--- src/hw/rtl/hsvl_pkg.sv ---
// Shared types, constants and helpers of the HSV to serial LED block.
package hsvl_pkg;

    localparam int unsigned LEVEL_W      = 8;
    localparam int unsigned PIXEL_BITS   = 24;
    localparam int unsigned BIT_IDX_W    = $clog2(PIXEL_BITS);
    localparam int unsigned HUE_REGION_W = 43;
    localparam int unsigned FRAC_SCALE   = 6;

    localparam logic [LEVEL_W-1:0] FULL_LEVEL = 8'hFF;

    // Hue sextants, named by the colours they sweep between
    typedef enum logic [2:0] {
        RGN_RED_YEL  = 3'd0,
        RGN_YEL_GRN  = 3'd1,
        RGN_GRN_CYN  = 3'd2,
        RGN_CYN_BLU  = 3'd3,
        RGN_BLU_MAG  = 3'd4,
        RGN_MAG_RED  = 3'd5
    } region_t;

    // Colour channel codes on the output side
    typedef enum logic [1:0] {
        CH_RED   = 2'd0,
        CH_GREEN = 2'd1,
        CH_BLUE  = 2'd2,
        CH_NONE  = 2'd3
    } channel_t;

    typedef logic [LEVEL_W-1:0] level_t;

    // After hue split
    typedef struct packed {
        level_t  sat;
        level_t  val;
        region_t region;
        level_t  frac;
    } split_t;

    // After first product row
    typedef struct packed {
        logic    grey;
        level_t  val;
        region_t region;
        level_t  p;
        level_t  sf;
        level_t  sfn;
    } terms_t;

    typedef struct packed {
        level_t r;
        level_t g;
        level_t b;
    } color_t;

    // Upper byte of an 8x8 product
    function automatic level_t scale8(input level_t a, input level_t b);
        logic [2*LEVEL_W-1:0] prod;
        prod = a * b;
        return prod[2*LEVEL_W-1:LEVEL_W];
    endfunction

endpackage

--- src/hw/rtl/hsvl_split.sv ---
// First pipeline stage: hue region and fraction.
module hsvl_split (
    input  logic            clk,
    input  logic            rst_n,
    input  logic            in_valid,
    output logic            in_ready,
    input  hsvl_pkg::level_t hue,
    input  hsvl_pkg::level_t sat,
    input  hsvl_pkg::level_t val,
    output logic            out_valid,
    input  logic            out_ready,
    output hsvl_pkg::split_t out_data
);
    import hsvl_pkg::*;

    localparam level_t BASE1 = LEVEL_W'(HUE_REGION_W * 1);
    localparam level_t BASE2 = LEVEL_W'(HUE_REGION_W * 2);
    localparam level_t BASE3 = LEVEL_W'(HUE_REGION_W * 3);
    localparam level_t BASE4 = LEVEL_W'(HUE_REGION_W * 4);
    localparam level_t BASE5 = LEVEL_W'(HUE_REGION_W * 5);

    logic    valid_reg;
    split_t  data_reg;
    split_t  data_next;
    region_t region;
    level_t  base;
    level_t  rem;
    logic [LEVEL_W+2:0] frac_wide;

    // Divide hue by the region width with a compare ladder
    always_comb
    begin
        if (hue >= BASE5)
        begin
            region = RGN_MAG_RED;
            base   = BASE5;
        end
        else if (hue >= BASE4)
        begin
            region = RGN_BLU_MAG;
            base   = BASE4;
        end
        else if (hue >= BASE3)
        begin
            region = RGN_CYN_BLU;
            base   = BASE3;
        end
        else if (hue >= BASE2)
        begin
            region = RGN_GRN_CYN;
            base   = BASE2;
        end
        else if (hue >= BASE1)
        begin
            region = RGN_YEL_GRN;
            base   = BASE1;
        end
        else
        begin
            region = RGN_RED_YEL;
            base   = '0;
        end
        rem       = hue - base;
        frac_wide = {3'b000, rem} * (LEVEL_W+3)'(FRAC_SCALE);
        data_next.sat    = sat;
        data_next.val    = val;
        data_next.region = region;
        data_next.frac   = frac_wide[LEVEL_W-1:0];
    end

    assign in_ready  = !valid_reg || out_ready;
    assign out_valid = valid_reg;
    assign out_data  = data_reg;

    // Advance the stage valid bit
    always_ff @(posedge clk or negedge rst_n)
    begin
        if (!rst_n)
            valid_reg <= 1'b0;
        else if (in_ready)
            valid_reg <= in_valid;
    end

    // Hold the payload until the next transfer
    always_ff @(posedge clk)
    begin
        if (in_ready && in_valid)
            data_reg <= data_next;
    end

endmodule

--- src/hw/rtl/hsvl_terms.sv ---
// Second and third pipeline stages: p, q, t products and channel select.
module hsvl_terms (
    input  logic             clk,
    input  logic             rst_n,
    input  logic             in_valid,
    output logic             in_ready,
    input  hsvl_pkg::split_t in_data,
    output logic             out_valid,
    input  logic             out_ready,
    output hsvl_pkg::color_t out_color
);
    import hsvl_pkg::*;

    logic   t_valid_reg;
    terms_t t_reg;
    terms_t t_next;
    logic   t_ready;
    logic   c_valid_reg;
    color_t c_reg;
    color_t c_next;
    level_t q;
    level_t t;

    // First product row: p and the two saturation scalings
    always_comb
    begin
        t_next.grey   = (in_data.sat == '0);
        t_next.val    = in_data.val;
        t_next.region = in_data.region;
        t_next.p      = scale8(in_data.val, FULL_LEVEL - in_data.sat);
        t_next.sf     = scale8(in_data.sat, in_data.frac);
        t_next.sfn    = scale8(in_data.sat, FULL_LEVEL - in_data.frac);
    end

    // Second product row and selection by region
    always_comb
    begin
        q = scale8(t_reg.val, FULL_LEVEL - t_reg.sf);
        t = scale8(t_reg.val, FULL_LEVEL - t_reg.sfn);
        if (t_reg.grey)
            c_next = '{r: t_reg.val, g: t_reg.val, b: t_reg.val};
        else
        begin
            case (t_reg.region)
                RGN_RED_YEL: c_next = '{r: t_reg.val, g: t,         b: t_reg.p};
                RGN_YEL_GRN: c_next = '{r: q,         g: t_reg.val, b: t_reg.p};
                RGN_GRN_CYN: c_next = '{r: t_reg.p,   g: t_reg.val, b: t};
                RGN_CYN_BLU: c_next = '{r: t_reg.p,   g: q,         b: t_reg.val};
                RGN_BLU_MAG: c_next = '{r: t,         g: t_reg.p,   b: t_reg.val};
                default:     c_next = '{r: t_reg.val, g: t_reg.p,   b: q};
            endcase
        end
    end

    assign t_ready   = !c_valid_reg || out_ready;
    assign in_ready  = !t_valid_reg || t_ready;
    assign out_valid = c_valid_reg;
    assign out_color = c_reg;

    // Advance both stage valid bits
    always_ff @(posedge clk or negedge rst_n)
    begin
        if (!rst_n)
        begin
            t_valid_reg <= 1'b0;
            c_valid_reg <= 1'b0;
        end
        else
        begin
            if (in_ready)
                t_valid_reg <= in_valid;
            if (t_ready)
                c_valid_reg <= t_valid_reg;
        end
    end

    // Hold payloads until each stage transfers
    always_ff @(posedge clk)
    begin
        if (in_ready && in_valid)
            t_reg <= t_next;
        if (t_ready && t_valid_reg)
            c_reg <= c_next;
    end

endmodule

--- src/hw/rtl/hsvl_shift.sv ---
// Serialiser: shifts the 24 colour bits out, red first, MSB first.
module hsvl_shift (
    input  logic             clk,
    input  logic             rst_n,
    input  logic             in_valid,
    output logic             in_ready,
    input  hsvl_pkg::color_t in_color,
    output logic             out_valid,
    input  logic             out_ready,
    output logic             data_bit,
    output hsvl_pkg::channel_t channel,
    output logic             last_bit
);
    import hsvl_pkg::*;

    localparam logic [BIT_IDX_W-1:0] LAST_IDX = BIT_IDX_W'(PIXEL_BITS - 1);

    logic                    busy_reg;
    logic                    busy_next;
    logic [BIT_IDX_W-1:0]    idx_reg;
    logic [BIT_IDX_W-1:0]    idx_next;
    logic [PIXEL_BITS-1:0]   shift_reg;
    logic [PIXEL_BITS-1:0]   shift_next;
    logic                    at_last;
    logic                    load;

    assign at_last  = (idx_reg == LAST_IDX);
    assign in_ready = !busy_reg || (out_ready && at_last);
    assign load     = in_ready && in_valid;

    // Load a new pixel or advance one bit per transfer
    always_comb
    begin
        busy_next  = busy_reg;
        idx_next   = idx_reg;
        shift_next = shift_reg;
        if (load)
        begin
            busy_next  = 1'b1;
            idx_next   = '0;
            shift_next = in_color;
        end
        else if (busy_reg && out_ready)
        begin
            if (at_last)
                busy_next = 1'b0;
            idx_next   = idx_reg + 1'b1;
            shift_next = {shift_reg[PIXEL_BITS-2:0], 1'b0};
        end
    end

    always_ff @(posedge clk or negedge rst_n)
    begin
        if (!rst_n)
        begin
            busy_reg <= 1'b0;
            idx_reg  <= '0;
        end
        else
        begin
            busy_reg <= busy_next;
            idx_reg  <= idx_next;
        end
    end

    always_ff @(posedge clk)
    begin
        shift_reg <= shift_next;
    end

    assign out_valid = busy_reg;
    assign data_bit  = shift_reg[PIXEL_BITS-1];
    assign channel   = channel_t'(idx_reg[BIT_IDX_W-1:BIT_IDX_W-2]);
    assign last_bit  = at_last;

endmodule

--- src/hw/rtl/hsv_pixel_to_led_serial.sv ---
// Top level: HSV pixel to RGB conversion and serial LED bit stream.
//
// Input stream: one HSV pixel per transfer on s_axis (hue, saturation and
// brightness packed in tdata). Output stream: one colour bit per transfer on
// m_axis; tdata bit 0 carries the data level, tuser the colour channel
// (0 red, 1 green, 2 blue) and tlast marks the 24th bit of each pixel.
// Bits leave red first, then green, then blue, each channel MSB first.
//
// A pixel runs through three register stages (hue split, first product row,
// second product row with channel select); its first bit is offered on
// m_axis once the serialiser is free and has loaded it. The shift register
// sends one bit per cycle while m_axis_tready is high, and consecutive
// pixels follow back to back: the next is loaded as the last bit of the
// previous one transfers. The conversion stages buffer up to three further
// pixels, so s_axis keeps accepting while earlier bits are still going out.
//
// Reset clears all stage valid bits and the serialiser; no output is offered
// until a pixel arrives. When the receiver holds tready low the current bit
// stays on m_axis and the stages fill up before s_axis_tready falls.
module hsv_pixel_to_led_serial (
    input  logic        clk,
    input  logic        rst_n,
    input  logic        s_axis_tvalid,
    output logic        s_axis_tready,
    input  logic [23:0] s_axis_tdata,   // [7:0] hue, [15:8] saturation, [23:16] brightness
    output logic        m_axis_tvalid,
    input  logic        m_axis_tready,
    output logic [7:0]  m_axis_tdata,   // [0] data_bit, [7:1] zero
    output logic [1:0]  m_axis_tuser,   // [1:0] channel
    output logic        m_axis_tlast    // last_bit
);
    import hsvl_pkg::*;

    logic     split_valid;
    logic     split_ready;
    split_t   split_data;
    logic     color_valid;
    logic     color_ready;
    color_t   color;
    logic     data_bit;
    channel_t channel;

    hsvl_split u_split (
        .clk       (clk),
        .rst_n     (rst_n),
        .in_valid  (s_axis_tvalid),
        .in_ready  (s_axis_tready),
        .hue       (s_axis_tdata[7:0]),
        .sat       (s_axis_tdata[15:8]),
        .val       (s_axis_tdata[23:16]),
        .out_valid (split_valid),
        .out_ready (split_ready),
        .out_data  (split_data)
    );

    hsvl_terms u_terms (
        .clk       (clk),
        .rst_n     (rst_n),
        .in_valid  (split_valid),
        .in_ready  (split_ready),
        .in_data   (split_data),
        .out_valid (color_valid),
        .out_ready (color_ready),
        .out_color (color)
    );

    hsvl_shift u_shift (
        .clk       (clk),
        .rst_n     (rst_n),
        .in_valid  (color_valid),
        .in_ready  (color_ready),
        .in_color  (color),
        .out_valid (m_axis_tvalid),
        .out_ready (m_axis_tready),
        .data_bit  (data_bit),
        .channel   (channel),
        .last_bit  (m_axis_tlast)
    );

    assign m_axis_tdata = {7'b0000000, data_bit};
    assign m_axis_tuser = channel;

endmodule

--- config.mk ---
export PLATFORM = sky130hd
export DESIGN_NAME = hsv_pixel_to_led_serial
export DESIGN_NICKNAME = d
export VERILOG_FILES = /design/src/hw/rtl/hsvl_pkg.sv /design/src/hw/rtl/hsvl_split.sv /design/src/hw/rtl/hsvl_terms.sv /design/src/hw/rtl/hsvl_shift.sv /design/src/hw/rtl/hsv_pixel_to_led_serial.sv
export SDC_FILE = /design/constraint.sdc
export NUM_CORES = 1
export LEC_CHECK = 0
export ABC_CLOCK_PERIOD_IN_PS = 6000
export BUFFER_PORTS_ARGS = -buffer_cell sky130_fd_sc_hd__clkbuf_2
export CORE_MARGIN = 2
export CORE_UTILIZATION = 30
export CTS_BUF_LIST = sky130_fd_sc_hd__clkbuf_16
export DETAILED_ROUTE_END_ITERATION = 8
export GPL_TIMING_DRIVEN = 0
export PLACE_DENSITY = 0.54
export REMOVE_ABC_BUFFERS = 1
export SYNTH_ARGS = -nofsm -noshare
export SYNTH_HDL_FRONTEND = slang
export SYNTH_HIERARCHICAL = 1
export SYNTH_SLANG_ARGS = --single-unit
export TNS_END_PERCENT = 5
--- constraint.sdc ---
create_clock -name clk -period 6 [get_ports clk]
set_clock_uncertainty 0.05 [all_clocks]
set_input_delay 1.2 -clock clk [delete_from_list [all_inputs] [get_ports clk]]
set_output_delay 1.2 -clock clk [all_outputs]
set_load 0.005 [all_outputs]
Yosys cells after proc, flatten, opt, wreduce, memory -nomap -nowiden

Index checks and enable logic that the tools add are counted.

$lt $le $gt $ge: 5
Shifts and indexed selects: 0
$add $sub $neg: 6
Div/mod/pow operators: 0
Eq/ne operators: 5
Bitwise operators: 0
Mux-type cells: 18
$mul: 6
Reductions and logical operators: 20

Operator list:

| operator              | number |
|---|---|
| $pmux W24 S5          | 1 |
| $mux W24              | 3 |
| $mul A8 B8 Y16        | 4 |
| $mux W8               | 4 |
| $sub A8 B8 Y8 const A | 4 |
| $ge A8 B8 Y1 const B  | 3 |
| $mul A8 B7 Y15        | 1 |
| $mux W5               | 2 |
| $ge A8 B6 Y1 const B  | 1 |
| $ge A8 B7 Y1 const B  | 1 |
| $logic_not A8 Y1      | 1 |
| $mul A8 B2 Y7 const B | 1 |
| $sub A8 B8 Y8         | 1 |
| $eq A3 B2 Y1 const B  | 2 |
| $logic_and A1 B1 Y1   | 6 |
| $mux W3               | 2 |
| $mux W6               | 1 |
| $add A5 B1 Y5 const B | 1 |
| $eq A5 B5 Y1 const B  | 1 |
| $mux W1               | 5 |
| $logic_not A1 Y1      | 4 |
| $logic_or A1 B1 Y1    | 4 |
| $reduce_bool A2 Y1    | 2 |
| $eq A3 B1 Y1 const B  | 1 |
| 4 further kinds       | 4 |

Output and inout bits: 13
Bits in registers: 119
Memories: 0
ROM bits: 0
Word-level logic and storage cells: 80
Bits in writable memories: 0
Bits in latches: 0

Depth between registers and ports, before layout

Depth after elaboration: 8
Depth in mapped cells: 20

Modules after synthesis

Netlist, hierarchy kept.

Modules (own cells, without submodules):

| module                  | seq. area each (µm²) | times used | cells an instance | area each (µm²) |
|---|---|---|---|---|
| hsvl_terms              | 1851.8               | 1          | 1319              | 12378.1 |
| hsvl_shift              | 870.8                | 1          | 92                | 1502.7 |
| hsvl_split              | 805.8                | 1          | 124               | 1488.9 |
| hsv_pixel_to_led_serial | 0.0                  | 1          | 9                 | 63.8 |

Worst setup path before layout

Ideal clock, no wire load.

Path type: register to register
Start point: register u_terms/t_reg[32] (netlist bit)
End point: register u_terms.c_reg (netlist bit u_terms/out_color[13]), data pin
Clock period less this slack: 5.010 ns
Arrival time: 4.705 ns
Library setup time: 0.255 ns
Path slack: 0.990 ns
Stages on the path, launching flop included: 19
Cell sequence: edfxtp_1 > clkbuf_1 > inv_1 > clkbuf_1 > nor2_1 > fa_1 > fa_1 > fa_1 > inv_1 > fa_1 > inv_1 > ha_1 > and3_1 > a211oi_4 > o21a_4 > o21ai_2 > xor2_1 > a211o_1 > a31o_1

RTL lines:

| item                   | RTL line         | source |
|---|---|---|
| from (decl)            | hsvl_terms.sv:15 | `terms_t t_reg;` |
| from (signal assigned) | hsvl_terms.sv:81 | `t_reg <= t_next;` |
| to (signal assigned)   | hsvl_terms.sv:83 | `c_reg <= c_next;` |
| to (decl)              | hsvl_terms.sv:19 | `color_t c_reg;` |

==> PnR_summary.wiki <==
{| class="wikitable"
! Metric !! Value
|-
| Largest driver fanout on the critical path || 14
|-
| H-Tree Level Count || 4
|-
| First-pass detailed-route iteration total || 5
|-
| Rows || 83
|-
| Clock-pin transition on the worst setup and hold timing paths || 0.06 ns
|-
| Die Y || approximately 230 um
|-
| Relative slew slack || 0.270
|-
| Ys Warns || 6
|-
| Number of buffers created by CTS || 17
|-
| Commonest cells after routing, fill and taps aside || inv_1, ha_1, fa_1
|-
| Top-level I/O count || ~40
|-
| CTS Buffer Depth || 2
|-
| Setup repair after global routing missed its margin || no
|-
| Met2 capacity usage during global routing || 0.220
|-
| CP Capture Type || flip-flop
|-
| Vias per std cell || 4.70
|-
| Worst hold path startpoint || u_split/out_data[9]$_SDFFCE_PP0P_
|-
| Overall Global Routing Usage || 0.132
|-
| Launching element type of the critical path || flip-flop
|-
| Number of instances in the synthesized netlist || about 1500
|-
| Register area || ~3500 sq um
|-
| Post-CTS setup repair buffer count || 0
|-
| Min-Delay Path Class || flip-flop to flip-flop
|-
| Most frequent standard cell in the layout excluding fill and tap cells || inv_1
|-
| Half-perimeter wire length after detailed placement || approximately 25000 um
|-
| Hold buffer count at cts || 0
|-
| Global-route met1 utilization || 0.172
|-
| Area of the die || around 53000 sq um
|-
| Critical Path RT || 6.13 ns
|-
| I/O Buffers || 33
|-
| Leftover overflow at the end of global routing || 0
|-
| #FFs+latches synth || ~120
|-
| Launch point of the critical path || u_terms/t_reg[31]$_DFFE_PP_
|-
| Count of flip-flops with a built-in enable after synthesis || 110
|-
| Setup Viol. Count Final || 0
|-
| Fin nets || 1915
|-
| # resized after CTS || 0
|-
| Leakage dissipation || about 7.7 nW
|-
| Type of the setup path with the least slack || flip-flop to flip-flop
|-
| Core Area || 51100 sq um
|-
| Global-route wire length before repair || about 56000 um
|-
| Maximum vdd ir drop || between 150 and 200 uV
|-
| Number of violations reported at the end of detailed-routing iteration 0 || 615
|-
| Later-pin clock latency in the skew report || approximately 0.45 ns
|-
| Routed via count || 10470
|-
| Upper clock frequency limit || 0.175 GHz
|-
| Drt wl/cell || about 15 um
|-
| Final worst path period share || 0.950
|-
| Num Clock Sinks || 119
|-
| Synth cell types || slightly above 80
|-
| Launch instance of the worst register-to-register path || u_terms/t_reg[31]$_DFFE_PP_
|-
| Global routing met3 resource utilization || 0.0237
|-
| Fillers || roughly 5300
|-
| Crit path time final || between 5 and 6 ns
|-
| Fin. Hold Viols || 0
|-
| Max FFs per register || 36
|-
| Post-route antenna net violation count || 0
|-
| Proportion of layout cells with a drive suffix above 1 || 0.0744
|-
| Clock Root Buffer || clkbuf_16
|-
| Transition at the pin with the smallest max-transition slack || 1.09 ns
|-
| Width of the chip || between 200 and 250 um
|-
| Growth of design area from synthesis to finish || 8.51%
|-
| Antenna violations before repair || 0
|-
| Number of global-route vias before repair || approximately 11000
|-
| Placer congestion estimate || around 0.86
|-
| Count of non-filler cells in the finished layout || about 2200
|-
| Status || finished clean
|-
| Final core occ || 0.328
|-
| Residual DRC count || 0
|-
| Number of maximum-capacitance constraint violations || 0
|-
| Post-synthesis sequential area ratio || 0.229
|-
| Max Slew Vio Count || 0
|-
| Arr. time, crit path || 5.83 ns
|-
| Total Power || around 0.0028 W
|-
| TritonCTS clock tree || yes
|-
| Area taken by multi-input logic gates || around 11000 sq um
|-
| Total wirelength of the detailed-routed design || around 34000 um
|-
| Largest net degree at the start of global routing || 37
|-
| Avg Cell Area, Syn || about 10 sq um
|-
| Starting density of the core || 0.302
|-
| # diodes || 0
|-
| Leading register cell type out of synthesis || edfxtp_1
|-
| Total negative slack || 0 ns
|-
| Grt peak-use layer || met2
|-
| Ratio of total power to cell area || between 150 and 200 nW/um^2
|-
| Post-synth ARST share || 0.0756
|-
| Inst Count DP || approximately 2200
|-
| Post-Syn Area || 15400 sq um
|}
==> logic make-up after synthesis <==
kind of cell	Yosys count	share of synthesized area
AND/OR/NAND/NOR	499	0.180
adder cells (fa/ha/maj)	354	0.373
buffers and inverters	309	0.0804
AO/OA/AOI/OAI	191	0.0876
flip-flops	119	0.229
XOR/XNOR	42	0.0247
multiplexers	28	0.0250
other	2	0.000487
==> per-layer routing <==
metal | part of all wire | vias up
li1 | - | 5027
met1 | 0.47 | 5217
met2 | 0.47 | 185
met3 | 0.033 | 41
met4 | 0.020 | 0
met5 | 0 | -
==> area by class of cell <==
| class | count | area share |
|---|---|---|
| repair buffers | 34 | 0.0108 |
| well taps | 680 | 0.0508 |
| inverters | 239 | 0.0536 |
| flip-flops and latches | 119 | 0.211 |
| clock buffers | 17 | 0.0254 |
| clock inverters | 15 | 0.0106 |
| multi-input cells | 1122 | 0.638 |
==> cell usage after synthesis (all sizes together) (9+ instances only) <==
cell type    n  area, sq um
and2        40          250
xnor2       28          245
a221oi      14          123
a31oi        9         56.3
nor3        11         55.1
clkbuf      56          210
fa         177         3540
o211ai       9         67.6
a21oi       42          214
a21o        10         76.3
and3        10         62.6
and2b       11         88.8
nand3       20          100
edfxtp     110         3300
nor2        73          274
o21ai       41          209
ha         177         2210
nor2b      139          877
buf         14          134
inv        238          893
dfrtp        9          225
mux2        24          345
nand2b      95          594
nand2       78          293
xor2        13          114
==> per-stage QoR <==
step	hold slack [ns]	area, sq um	setup slack (ns)
after global placement	0.361	16100	0.309
after CTS	0.371	16700	0.281
after floorplan	0.350	15100	1.17
after global routing	0.401	16700	0.0265
after detailed placement	0.355	16100	0.294
final	0.374	16700	0.297
==> critical path, cell delays in order, from the launching register on <==
cell and delay (ns):
edfxtp_1 0.63, inv_1 0.62, nor2_1 0.16, fa_1 0.47, fa_1 0.47, fa_1 0.57
fa_1 0.43, ha_1 0.32, a21oi_1 0.16, and2b_1 0.22, a211oi_4 0.32, o21a_4 0.19
o21ai_2 0.07, xor2_1 0.18, a211o_1 0.31, a31o_1 0.26
==> where the power goes <==
group / total (W) / internal, W / switching [W]
Sequential: 0.00101 / 0.000966 / 0.0000438
Combinational: 0.000761 / 0.000349 / 0.000412
Clock: 0.00106 / 0.000653 / 0.000409
==> worst paths after layout <==
kind | to | slack (ns) | depth (start not counted)
worst min register to register | u_terms/t_reg[25]$_DFFE_PP_ | 0.37 | 0
worst max register to register | u_terms/out_color[13]$_DFFE_PP_ | 0.30 | 15
min in group asynchronous | u_shift/idx_reg[2]$_DFFE_PN0P_ | 0.56 | 1
worst max-delay path | u_terms/out_color[13]$_DFFE_PP_ | 0.30 | 15
max in group asynchronous | u_terms/t_valid_reg$_DFFE_PN0N_ | 5.13 | 1
worst min-delay path | u_terms/t_reg[25]$_DFFE_PP_ | 0.37 | 0
(Power assumes the default switching activity.)
